==> src/sv/vcsd_pkg.sv <==
`default_nettype none

package vcsd_pkg;

   // Frame identifiers that carry kept signals.
   localparam logic [10:0] ID_DISPLAY = 11'h713;
   localparam logic [10:0] ID_BATT48  = 11'h580;
   localparam logic [10:0] ID_ODO     = 11'h581;
   localparam logic [10:0] ID_CHARGE  = 11'h582;
   localparam logic [10:0] ID_BATT12  = 11'h593;

   // Reset values of the kept signals.
   localparam logic [1:0] GEAR_UNKNOWN = 2'd3;
   localparam logic       BRAKE_RESET  = 1'b1;

   // Divide-by-ten unit: the magnitude is scaled by about 0.8 through a chain
   // of shifted additions, one per cycle, divided by eight, and then corrected
   // once from the remainder.
   localparam int                   NUM_W     = 36;
   localparam int                   DIV_STEPS = 7;
   localparam int                   DIV_CNT_W = $clog2(DIV_STEPS);
   localparam logic [NUM_W-1:0]     DIVISOR   = NUM_W'(10);

   localparam logic [DIV_CNT_W-1:0] STEP_SEED   = DIV_CNT_W'(0);
   localparam logic [DIV_CNT_W-1:0] STEP_FOLD4  = DIV_CNT_W'(1);
   localparam logic [DIV_CNT_W-1:0] STEP_FOLD8  = DIV_CNT_W'(2);
   localparam logic [DIV_CNT_W-1:0] STEP_FOLD16 = DIV_CNT_W'(3);
   localparam logic [DIV_CNT_W-1:0] STEP_FOLD32 = DIV_CNT_W'(4);
   localparam logic [DIV_CNT_W-1:0] STEP_REM    = DIV_CNT_W'(5);
   localparam logic [DIV_CNT_W-1:0] STEP_ROUND  = DIV_CNT_W'(6);

   typedef enum logic [5:0] {
      ST_IDLE = 6'b000001,
      ST_DEC  = 6'b000010,
      ST_SUM  = 6'b000100,
      ST_DIV  = 6'b001000,
      ST_FIN  = 6'b010000,
      ST_EMIT = 6'b100000
   } vcsd_state_type;

   typedef struct packed {
      logic                 capture;
      logic                 decode;
      logic                 sum_load;
      logic                 div_step;
      logic [DIV_CNT_W-1:0] div_sel;
      logic                 fin_apply;
      logic                 out_load;
   } vcsd_cmd_type;

   typedef struct packed {
      logic is_batt;
   } vcsd_stat_type;

endpackage

`default_nettype wire

==> src/sv/vcsd_ctrl.sv <==
`default_nettype none

module vcsd_ctrl (
   input  logic                   clock,
   input  logic                   reset,
   input  logic                   req_valid,
   output logic                   req_stall,
   output logic                   rsp_valid,
   input  logic                   rsp_stall,
   input  vcsd_pkg::vcsd_stat_type stat,
   output vcsd_pkg::vcsd_cmd_type  cmd
);
   import vcsd_pkg::*;

   vcsd_state_type       state_ff, state_in;
   logic [DIV_CNT_W-1:0] cnt_ff, cnt_in;
   logic                 valid_ff, valid_in;
   logic                 out_free;

   // The result register can take a new snapshot once the old one is gone.
   assign out_free  = !valid_ff || !rsp_stall;
   assign req_stall = (state_ff != ST_IDLE);
   assign rsp_valid = valid_ff;

   always_comb begin
      state_in = state_ff;
      cnt_in   = cnt_ff;
      cmd      = '0;
      unique case (state_ff)
         ST_IDLE: begin
            if (req_valid) begin
               cmd.capture = 1'b1;
               state_in    = ST_DEC;
            end
         end
         ST_DEC: begin
            cmd.decode = 1'b1;
            state_in   = stat.is_batt ? ST_SUM : ST_EMIT;
         end
         ST_SUM: begin
            cmd.sum_load = 1'b1;
            cnt_in       = '0;
            state_in     = ST_DIV;
         end
         ST_DIV: begin
            cmd.div_step = 1'b1;
            cmd.div_sel  = cnt_ff;
            if (cnt_ff == DIV_CNT_W'(DIV_STEPS - 1)) begin
               state_in = ST_FIN;
            end else begin
               cnt_in = cnt_ff + 1'b1;
            end
         end
         ST_FIN: begin
            cmd.fin_apply = 1'b1;
            state_in      = ST_EMIT;
         end
         ST_EMIT: begin
            if (out_free) begin
               cmd.out_load = 1'b1;
               state_in     = ST_IDLE;
            end
         end
         default: begin
            state_in = ST_IDLE;
         end
      endcase
   end

   always_comb begin
      valid_in = valid_ff;
      if (cmd.out_load) begin
         valid_in = 1'b1;
      end else if (valid_ff && !rsp_stall) begin
         valid_in = 1'b0;
      end
   end

   always_ff @(posedge clock) begin
      if (reset) begin
         state_ff <= ST_IDLE;
         cnt_ff   <= '0;
         valid_ff <= 1'b0;
      end else begin
         state_ff <= state_in;
         cnt_ff   <= cnt_in;
         valid_ff <= valid_in;
      end
   end

endmodule

`default_nettype wire

==> src/sv/vcsd_dp.sv <==
`default_nettype none

module vcsd_dp (
   input  logic                    clock,
   input  logic                    reset,
   input  vcsd_pkg::vcsd_cmd_type  cmd,
   output vcsd_pkg::vcsd_stat_type stat,
   input  logic                    req_kind,
   input  logic [10:0]             req_frame_id,
   input  logic                    req_is_remote,
   input  logic [63:0]             req_payload,
   output logic [1:0]              rsp_gear_code,
   output logic [6:0]              rsp_range_left,
   output logic                    rsp_drive_ready,
   output logic                    rsp_brake_set,
   output logic [7:0]              rsp_charge_level,
   output logic [7:0]              rsp_speed_now,
   output logic [23:0]             rsp_distance_total,
   output logic [15:0]             rsp_charge_minutes,
   output logic [15:0]             rsp_aux_volts,
   output logic signed [31:0]      rsp_power_smooth,
   output logic [30:0]             rsp_power_peak_high,
   output logic signed [30:0]      rsp_power_peak_low
);
   import vcsd_pkg::*;

   localparam int LANE_POW  = 0;
   localparam int LANE_PEAK = 1;
   localparam int LANES     = 2;

   // Latched transaction.
   logic        kind_ff, remote_ff;
   logic [10:0] id_ff;
   logic [63:0] payload_ff;

   // Kept vehicle signals.
   logic [1:0]         gear_ff, gear_in;
   logic [6:0]         range_ff, range_in;
   logic               ready_ff, ready_in;
   logic               brake_ff, brake_in;
   logic [7:0]         soc_ff, soc_in;
   logic [23:0]        odo_ff, odo_in;
   logic [7:0]         speed_ff, speed_in;
   logic [15:0]        remain_ff, remain_in;
   logic [15:0]        aux_ff, aux_in;
   logic signed [31:0] power_ff, power_in;
   logic [30:0]        high_ff, high_in;
   logic signed [30:0] low_ff, low_in;

   // Power arithmetic.
   logic signed [31:0] pw_ff;
   logic signed [15:0] amps, volts;
   logic signed [NUM_W-1:0] pow_ext, pw_ext, n_pow, n_peak;
   logic [NUM_W-1:0] num_ff [LANES];
   logic [NUM_W-1:0] num_in [LANES];
   logic [NUM_W-1:0] quo_ff [LANES];
   logic [NUM_W-1:0] quo_in [LANES];
   logic             neg_ff [LANES];
   logic signed [31:0] q_pow, q_peak;

   logic [6:0] out_range;
   logic       out_ready, out_brake;
   logic [7:0] out_soc, out_speed;
   logic [23:0] out_odo;
   logic [15:0] out_remain, out_aux;
   logic signed [31:0] out_power;
   logic [30:0] out_high;
   logic signed [30:0] out_low;

   assign stat.is_batt = !kind_ff && !remote_ff && (id_ff == ID_BATT48);

   assign amps  = payload_ff[15:0];
   assign volts = payload_ff[31:16];

   assign pow_ext = NUM_W'(power_ff);
   assign pw_ext  = NUM_W'(pw_ff);
   assign n_peak  = (pow_ext <<< 1) + pow_ext + (pw_ext <<< 3) - pw_ext;
   assign n_pow   = (pow_ext <<< 2) + (pow_ext <<< 1) + (pw_ext <<< 2);

   // Quotients carry at most 31 magnitude bits; the sign is put back here
   // so that the division truncates toward zero.
   assign q_pow  = neg_ff[LANE_POW]  ? -$signed(quo_ff[LANE_POW][31:0])
                                     :  $signed(quo_ff[LANE_POW][31:0]);
   assign q_peak = neg_ff[LANE_PEAK] ? -$signed(quo_ff[LANE_PEAK][31:0])
                                     :  $signed(quo_ff[LANE_PEAK][31:0]);

   always_ff @(posedge clock) begin
      if (cmd.capture) begin
         kind_ff    <= req_kind;
         id_ff      <= req_frame_id;
         remote_ff  <= req_is_remote;
         payload_ff <= req_payload;
      end
      if (cmd.decode) begin
         pw_ff <= amps * volts;
      end
   end

   // Divider lanes: one shifted addition per step approximates n * 0.8, the
   // result is divided by eight, and the remainder decides a final increment.
   always_comb begin
      for (int l = 0; l < LANES; l++) begin
         num_in[l] = num_ff[l];
         quo_in[l] = quo_ff[l];
         unique case (cmd.div_sel)
            STEP_SEED: begin
               quo_in[l] = (num_ff[l] >> 1) + (num_ff[l] >> 2);
            end
            STEP_FOLD4: begin
               quo_in[l] = quo_ff[l] + (quo_ff[l] >> 4);
            end
            STEP_FOLD8: begin
               quo_in[l] = quo_ff[l] + (quo_ff[l] >> 8);
            end
            STEP_FOLD16: begin
               quo_in[l] = quo_ff[l] + (quo_ff[l] >> 16);
            end
            STEP_FOLD32: begin
               quo_in[l] = (quo_ff[l] + (quo_ff[l] >> 32)) >> 3;
            end
            STEP_REM: begin
               num_in[l] = num_ff[l] - ((quo_ff[l] << 3) + (quo_ff[l] << 1));
            end
            STEP_ROUND: begin
               quo_in[l] = quo_ff[l] + NUM_W'(num_ff[l] >= DIVISOR);
            end
            default: begin
            end
         endcase
      end
   end

   always_ff @(posedge clock) begin
      if (cmd.sum_load) begin
         neg_ff[LANE_POW]  <= n_pow[NUM_W-1];
         neg_ff[LANE_PEAK] <= n_peak[NUM_W-1];
         num_ff[LANE_POW]  <= n_pow[NUM_W-1] ? -n_pow : n_pow;
         num_ff[LANE_PEAK] <= n_peak[NUM_W-1] ? -n_peak : n_peak;
      end else if (cmd.div_step) begin
         num_ff <= num_in;
         quo_ff <= quo_in;
      end
   end

   always_comb begin
      gear_in   = gear_ff;
      range_in  = range_ff;
      ready_in  = ready_ff;
      brake_in  = brake_ff;
      soc_in    = soc_ff;
      odo_in    = odo_ff;
      speed_in  = speed_ff;
      remain_in = remain_ff;
      aux_in    = aux_ff;
      power_in  = power_ff;
      high_in   = high_ff;
      low_in    = low_ff;
      if (cmd.decode) begin
         if (kind_ff) begin
            gear_in   = GEAR_UNKNOWN;
            range_in  = '0;
            ready_in  = 1'b0;
            brake_in  = BRAKE_RESET;
            soc_in    = '0;
            odo_in    = '0;
            speed_in  = '0;
            remain_in = '0;
            aux_in    = '0;
            power_in  = '0;
            high_in   = '0;
            low_in    = '0;
         end else if (!remote_ff) begin
            unique case (id_ff)
               ID_DISPLAY: begin
                  gear_in  = {payload_ff[8], payload_ff[7]};
                  range_in = payload_ff[6:0];
                  ready_in = payload_ff[18];
                  brake_in = payload_ff[29];
               end
               ID_ODO: begin
                  odo_in   = payload_ff[55:32];
                  speed_in = payload_ff[63:56];
               end
               ID_CHARGE: begin
                  remain_in = payload_ff[15:0];
               end
               ID_BATT12: begin
                  aux_in = payload_ff[15:0];
               end
               default: begin
               end
            endcase
         end
      end
      if (cmd.fin_apply) begin
         power_in = q_pow;
         soc_in   = payload_ff[47:40];
         if (q_peak > $signed({1'b0, high_ff})) begin
            high_in = q_peak[30:0];
         end
         if (q_peak < $signed({low_ff[30], low_ff})) begin
            low_in = q_peak[30:0];
         end
      end
   end

   always_ff @(posedge clock) begin
      if (reset) begin
         gear_ff   <= GEAR_UNKNOWN;
         range_ff  <= '0;
         ready_ff  <= 1'b0;
         brake_ff  <= BRAKE_RESET;
         soc_ff    <= '0;
         odo_ff    <= '0;
         speed_ff  <= '0;
         remain_ff <= '0;
         aux_ff    <= '0;
         power_ff  <= '0;
         high_ff   <= '0;
         low_ff    <= '0;
      end else begin
         gear_ff   <= gear_in;
         range_ff  <= range_in;
         ready_ff  <= ready_in;
         brake_ff  <= brake_in;
         soc_ff    <= soc_in;
         odo_ff    <= odo_in;
         speed_ff  <= speed_in;
         remain_ff <= remain_in;
         aux_ff    <= aux_in;
         power_ff  <= power_in;
         high_ff   <= high_in;
         low_ff    <= low_in;
      end
   end

   // Snapshot register that feeds the result channel.
   always_ff @(posedge clock) begin
      if (cmd.out_load) begin
         out_range      <= range_ff;
         out_ready      <= ready_ff;
         out_brake      <= brake_ff;
         out_soc        <= soc_ff;
         out_speed      <= speed_ff;
         out_odo        <= odo_ff;
         out_remain     <= remain_ff;
         out_aux        <= aux_ff;
         out_power      <= power_ff;
         out_high       <= high_ff;
         out_low        <= low_ff;
         rsp_gear_code  <= gear_ff;
      end
   end

   assign rsp_range_left      = out_range;
   assign rsp_drive_ready     = out_ready;
   assign rsp_brake_set       = out_brake;
   assign rsp_charge_level    = out_soc;
   assign rsp_speed_now       = out_speed;
   assign rsp_distance_total  = out_odo;
   assign rsp_charge_minutes  = out_remain;
   assign rsp_aux_volts       = out_aux;
   assign rsp_power_smooth    = out_power;
   assign rsp_power_peak_high = out_high;
   assign rsp_power_peak_low  = out_low;

endmodule

`default_nettype wire

==> src/sv/vehicle_can_signal_decoder_core.sv <==
`default_nettype none

// Decodes received CAN frames into a set of kept vehicle signals and returns
// one snapshot of all signals for every request transaction. A request is
// either a received frame (kind 0), selected by its identifier, or a clear
// event (kind 1) that restores the reset values; remote frames and unknown
// identifiers leave the signals as they are. Battery frames (0x580) form
// power in milliwatts as current times voltage, set the charge level and
// update the smoothed power and the peak extremes, both divided by ten with
// truncation toward zero. A new request is taken only once the previous one
// is through, which for battery frames means a multiply stage, a sum stage,
// a divide-by-ten unit of shifted additions and one correction, and an
// update stage. The snapshot sits in an output register, so a new request
// can be taken while the previous response is still stalled; its snapshot
// then waits until that response has been taken.

module vehicle_can_signal_decoder_core (
   input  logic               clock,
   input  logic               reset,
   input  logic               req_valid,
   output logic               req_stall,
   input  logic               req_kind,
   input  logic [10:0]        req_frame_id,
   input  logic               req_is_remote,
   input  logic [63:0]        req_payload,
   output logic               rsp_valid,
   input  logic               rsp_stall,
   output logic [1:0]         rsp_gear_code,
   output logic [6:0]         rsp_range_left,
   output logic               rsp_drive_ready,
   output logic               rsp_brake_set,
   output logic [7:0]         rsp_charge_level,
   output logic [7:0]         rsp_speed_now,
   output logic [23:0]        rsp_distance_total,
   output logic [15:0]        rsp_charge_minutes,
   output logic [15:0]        rsp_aux_volts,
   output logic signed [31:0] rsp_power_smooth,
   output logic [30:0]        rsp_power_peak_high,
   output logic signed [30:0] rsp_power_peak_low
);
   import vcsd_pkg::*;

   vcsd_cmd_type  cmd;
   vcsd_stat_type stat;

   vcsd_ctrl u_ctrl (
      .clock     (clock),
      .reset     (reset),
      .req_valid (req_valid),
      .req_stall (req_stall),
      .rsp_valid (rsp_valid),
      .rsp_stall (rsp_stall),
      .stat      (stat),
      .cmd       (cmd)
   );

   vcsd_dp u_dp (
      .clock               (clock),
      .reset               (reset),
      .cmd                 (cmd),
      .stat                (stat),
      .req_kind            (req_kind),
      .req_frame_id        (req_frame_id),
      .req_is_remote       (req_is_remote),
      .req_payload         (req_payload),
      .rsp_gear_code       (rsp_gear_code),
      .rsp_range_left      (rsp_range_left),
      .rsp_drive_ready     (rsp_drive_ready),
      .rsp_brake_set       (rsp_brake_set),
      .rsp_charge_level    (rsp_charge_level),
      .rsp_speed_now       (rsp_speed_now),
      .rsp_distance_total  (rsp_distance_total),
      .rsp_charge_minutes  (rsp_charge_minutes),
      .rsp_aux_volts       (rsp_aux_volts),
      .rsp_power_smooth    (rsp_power_smooth),
      .rsp_power_peak_high (rsp_power_peak_high),
      .rsp_power_peak_low  (rsp_power_peak_low)
   );

endmodule

`default_nettype wire
==> config.mk <==
export PLATFORM = sky130hd
export DESIGN_NAME = vehicle_can_signal_decoder_core
export DESIGN_NICKNAME = d
export VERILOG_FILES = /design/src/sv/vcsd_pkg.sv /design/src/sv/vcsd_ctrl.sv /design/src/sv/vcsd_dp.sv /design/src/sv/vehicle_can_signal_decoder_core.sv
export SDC_FILE = /design/constraint.sdc
export NUM_CORES = 2
export LEC_CHECK = 0
export ABC_CLOCK_PERIOD_IN_PS = 27300
export BUFFER_PORTS_ARGS = -buffer_cell sky130_fd_sc_hd__buf_2
export CORE_MARGIN = 1
export CORE_UTILIZATION = 65
export CTS_CLUSTER_SIZE = 8
export DETAILED_ROUTE_END_ITERATION = 10
export GPL_TIMING_DRIVEN = 0
export PLACE_DENSITY = 0.84
export REMOVE_ABC_BUFFERS = 1
export SLEW_MARGIN = 10
export SYNTH_ARGS = -nofsm -noshare
export SYNTH_HDL_FRONTEND = slang
export SYNTH_SLANG_ARGS = --single-unit
==> constraint.sdc <==
create_clock -name clock -period 27.3 [get_ports clock]
set_input_delay 1.365 -clock clock [delete_from_list [all_inputs] [get_ports clock]]
set_output_delay 1.365 -clock clock [all_outputs]
set_load 0.02 [all_outputs]
# Word level (Yosys, flattened, before mapping)
# Memories as Yosys holds them, arrays and structs flattened.
# Cells that the tools add are included.
# word_totals
latchBits,0
n_memories,1
romBits,0
register_bits,617
output_inout_bits,179
wordCells,189
ram_bits,2
in_bits,81
# op_classes
n_bitwise,1
div_mod_pow,0
order_cmp,4
shift,0
reduce_logical,29
n_mul,1
eq_ne,24
mux,67
n_addsub,26
# memory_table
name,depth,word_bits,read_ports,rd_clocked_by_memory_dff,write_ports,line_no,source
u_dp.neg_ff,2,1,2,0,2,vcsd_dp.sv:58,logic neg_ff [LANES];
# op_table
cell,count
$pmux 36 s6,2
$mux 31,8
$mux 32,5
$mux 36,4
$mux 72,2
$add 35x34->36,3
$mux 16,6
$add 36x1->36,2
$add 36x20->36,2
$add 36x28->36,2
$add 36x32->36,2
$add 36x36->36,2
$add 36x4->36,2
$ge 36x4->1 const B,2
$mux 24,3
$neg 36->36,2
$sub 36x36->36,2
$neg 32->32,2
$eq 11x11->1 const B,5
$mux 8,6
$add 34x35->36,1
$pmux 6 s6,1
$sub 36x32->36,1
$add 34x33->35,1
other kinds (33),84

# Longest topological paths before layout
# logic_depth
word_depth,6
ltp_mapped,29
mapped_depth_nobuf,29

# Hierarchy
# A second synthesis with hierarchy kept.
# unflattened
hier_cells,6028
hier_area_um2,56531.7
# by_module_without_submodules
mod,area_per_inst_um2,seq_area_each_um2,instances,cells_each
vcsd_dp,55939.9,16515.8,1,5957
vcsd_ctrl,591.8,200.2,1,71

# Least setup slack after synthesis
# No wires, ideal clock.
# synth_timing
path_type,input-to-reg
startpoint,in rsp_stall
endpoint,"reg u_dp.out_aux[0] (netlist: u_dp.rsp_aux_volts[0]), enable pin"
path_buffers,0
t_arrival_ns,9.884
cell_stages,1
setup_ns,0.772
path_slack_ns,16.644
required_ns,26.528
cell_sequence,a21oi_1
# synth_via
elab_chain_len,4
# synth_rtl
item,line_no,source
start: declaration,vehicle_can_signal_decoder_core.sv:27,"input logic rsp_stall,"
$logic_not 1->1,vcsd_ctrl.sv:21,assign out_free = !valid_ff || !rsp_stall;
$logic_or 1x1->1,vcsd_ctrl.sv:21,
$mux 1,vcsd_ctrl.sv:59,if (out_free) begin
$mux 1,vcsd_ctrl.sv:29,unique case (state_ff)
end signal: assignment,vcsd_dp.sv:247,out_aux <= aux_ff;
end: declaration,vcsd_dp.sv:65,"logic [15:0] out_remain, out_aux;"
# No other way between the ends.
# A chain may end at the register's enable or synchronous reset.

# Final worst setup path
# layout_timing
startpoint,reg u_dp.payload_ff[5]
endpoint,"reg u_dp.pw_ff[30], data pin"
# layout_via
elab_chain_len,1
# layout_rtl
item,line_no,source
start: declaration,vcsd_dp.sv:34,logic [63:0] payload_ff;
start signal: assignment,vcsd_dp.sv:92,payload_ff <= req_payload;
$mul 16x16->32,vcsd_dp.sv:95,pw_ff <= amps * volts;
end signal: assignment,vcsd_dp.sv:95,
end: declaration,vcsd_dp.sv:51,logic signed [31:0] pw_ff;
# No other way between the ends.

==> impl_results.md <==
- H-tree levels: 3
- Average wire length per cell after detail routing: 21.8 µm
- Initial DRC Count: 3828
- Root buffer selected by CTS: clkbuf_16
- Sum of negative setup slack: 0 ns
- Inserted Clock Buffers: 88
- Most frequent cell after synthesis: inv_1
- Data arrival time of the worst path: 8.02 ns
- Vias in the first global route: 47128
- DRT Pass-1 Iters: 7
- Combined global-route utilization of all metal layers: ~37%
- Least-Margin Pin Slew: 1.01 ns
- Top-area cell type share of the netlist area: 23.2%
- Final critical-path share of the clock period: between 20% and 30%
- Slew margin rel.: 31.9%
- Bufs on Longest Clock Path: 3
- Residual overflow from global routing: 0
- Height of the chip: slightly below 300 µm
- Wire length of the first global-routing pass: 249 mm
- Required time at the endpoint of the critical path: 27.77 ns
- Minimum clock period: about 7.6 ns
- Leakage dissipation: 26.4 nW
- Avg Vias per Cell: ~6.3
- Synth Instances: 5867
- Layout overhead on the synthesized area: 9.96%
- Detail Placement HPWL: around 120 mm
- Hold depth: 0
- Count of port buffers added during placement: roughly 260
- Total power draw: 6.48 mW
- Netlist Area Pre-Place: 55900 µm²
- Initial core utilization: about two thirds
- Overall die area: 87200 µm²
- Total I/O pin count: 260
- Pre-CTS setup slack: 19.88 ns
- Overall routed net length: 159 mm
- Largest area contributor in the synthesized netlist: edfxtp_1
- Clock input transition at the sequential cells of the worst setup and hold paths: 0.05 ns
- Max Freq: around 0.13 GHz
- Number of vias after detailed routing: between 40000 and 50000
- Unique cell type count in the Yosys netlist: 94
- Number of hold-slack violations in the final timing report: 0
- Placement row count: 107
- # fillers: 6018
- Largest net degree at the start of global routing: 73
- Clock insertion delay at the later pin of the skew report: 0.71 ns
- Area of all placed cells without fillers: between 60000 and 70000 µm²
- Routability congestion estimate from global placement: 0.971
- Number of routed nets with antenna violations: 0
- Post-CTS Hold Fix Bufs: 0
- Most numerous cell types in the synthesized netlist: 749 x inv_1, 483 x ha_1, 432 x edfxtp_1
- Max Fanout on Critical Path: 17
- Result of the run: complete, no violations
- Number of enable flip-flop cells after synthesis: between 400 and 500
- Clock skew: 0.0629 ns
- Path type of the worst setup path: reg -> reg
- Number of resized instances in the post-cts repair step: 0
- Max cap viols: 0
- Ys Warns: 0
- RSZ-0062 raised after global routing: no
- Sequential cell area fraction in the yosys report: 29.9%
- Layout cells sized above 1: 7.90%
- Nets: 7044
- Async set-reset flop share out of synthesis: 0%
- Final setup fails: 0
- Placeable core region: 85100 µm²
- Number of remaining DRC errors: 0
- CTS tree: done
- Worst R2R Path Depth: 22
- Count of pins over their slew limit: 0
- Chip Width: 295 µm
- Number of setup buffers added after CTS: 0
- Synth top area cells: edfxtp_1 23%, fa_1 15%, ha_1 11%
- Initial antenna violation count: 2
- Hold_ws: roughly 0.42 ns
- Startpoint class of the critical path: flop
- Hold crit path type: reg -> reg
- Critical Path End Type: flop
- Post-detailed-placement cell area: 58800 µm²
- Average cell area after synthesis: 9.53 µm²
- Yosys reg bits: a little over 600
- Clk sinks: about 620
- Maximum vdd ir drop: 159 µV
- Fin worst setup slack: slightly below 20 ns
- Flip-flop cell with the highest count after synthesis: edfxtp_1
- Power density over the cells: 105 nW/µm²
==> layout make-up <==
class                      instances  area [µm²]  area share (%)
antenna                            4        10.0          0.0163
clock buffer                     155        2480            4.04
clock inverter                     8         205           0.334
inverter                         759        2850            4.64
multi-input combinational       4279       35700            58.0
sequential                       619       16700            27.2
tap                             1144        1430            2.33
timing repair buffer             309        2110            3.43
==> where the power goes <==
group,internal (mW),switching (mW),leakage (nW),total [mW]
clock,0.619,0.458,1.26,1.08
sequential,1.20,0.0545,5.55,1.26
combinational,1.72,2.43,19.6,4.14
total,3.54,2.94,26.4,6.48
==> critical path: stages (launching register included) <==
cell and delay (ns):
edfxtp_1 0.72, and2_1 0.35, fa_1 0.57, inv_1 0.07, fa_1 0.57, fa_1 0.45, fa_1 0.49, inv_1 0.05
fa_1 0.52, inv_1 0.05, fa_1 0.53, inv_1 0.04, ha_1 0.32, and2_1 0.19, a21o_1 0.21, a211oi_1 0.37
nor3_1 0.17, o21ai_0 0.41, a31oi_1 0.19, or4_1 0.45, a41o_1 0.26, a21oi_1 0.18, xnor2_1 0.11
==> through the flow <==
stage / utilization, % / std cells
2_1_floorplan: - / 5657
3_3_place_gp: 67.9 / 7060
3_5_place_dp: 69.0 / 7110
4_1_cts: 72.2 / 7273
5_1_grt: 72.2 / 7275
6_report: 72.2 / 7277
==> cells in the final DEF (no fill, tap or decap), types with 57 or more instances in the layout <==
cell       count
inv_1        748
ha_1         483
edfxtp_1     432
fa_1         424
nand2_1      420
a21oi_1      337
nor2_1       337
xnor2_1      319
o21ai_0      270
buf_2        265
dfxtp_1      186
a21o_1       152
and2_1       135
xor2_1       117
nand3_1       97
mux2i_1       91
clkbuf_16     88
a22oi_1       77
nand2b_1      68
nor3_1        67
o2bb2ai_1     66
clkbuf_1      64
nor2b_1       57
==> registers in the layout (all words and copies together) (netlist names), 11 cells and up <==
signal / count
u_dp.odo_ff: 24
u_dp.quo_ff: 72
u_dp.low_ff: 31
u_dp.id_ff: 11
u_dp.rsp_distance_total: 24
u_dp.rsp_power_smooth: 32
u_dp.rsp_aux_volts: 16
u_dp.rsp_charge_minutes: 16
u_dp.remain_ff: 16
u_dp.rsp_power_peak_high: 31
u_dp.aux_ff: 16
u_dp.pw_ff: 32
u_dp.num_ff: 72
u_dp.high_ff: 31
u_dp.rsp_power_peak_low: 31
u_dp.payload_ff: 64
u_dp.power_ff: 32
==> metal layers <==
| layer | routed length (µm) | vias up | global-route usage [%] |
|---|---|---|---|
| li1 | - | 20749 | - |
| met1 | 57100 | 22098 | 40.7 |
| met2 | 79300 | 2110 | 65.0 |
| met3 | 10500 | 638 | 5.01 |
| met4 | 11700 | 0 | 24.3 |
| met5 | 0 | - | 0 |
==> final timing paths <==
kind                           startpoint                         endpoint  slack, ns
min reg2reg   u_dp.aux_ff[1]$_SDFFE_PP0P_  u_dp.rsp_aux_volts[1]$_DFFE_PP_       0.42
max          u_dp.payload_ff[5]$_DFFE_PP_         u_dp.pw_ff[30]$_DFFE_PP_      19.75
max reg2reg  u_dp.payload_ff[5]$_DFFE_PP_         u_dp.pw_ff[30]$_DFFE_PP_      19.75
min           u_dp.aux_ff[1]$_SDFFE_PP0P_  u_dp.rsp_aux_volts[1]$_DFFE_PP_       0.42
==> logic make-up (layout without fill, tap and decap cells) <==
logic type	after synthesis	in the layout	share of synthesized area (%)
xor gates and xnor gates	436	436	6.83
adders and majority gates	907	907	26.0
other	0	4	0
muxes	94	94	1.69
DFF	619	619	29.9
AOI/OAI and AO/OA	1350	1350	15.7
and+or+nand+nor	1492	1492	13.4
buffers and inverters	969	1231	6.53
Power figures use the tool's default switching activity.
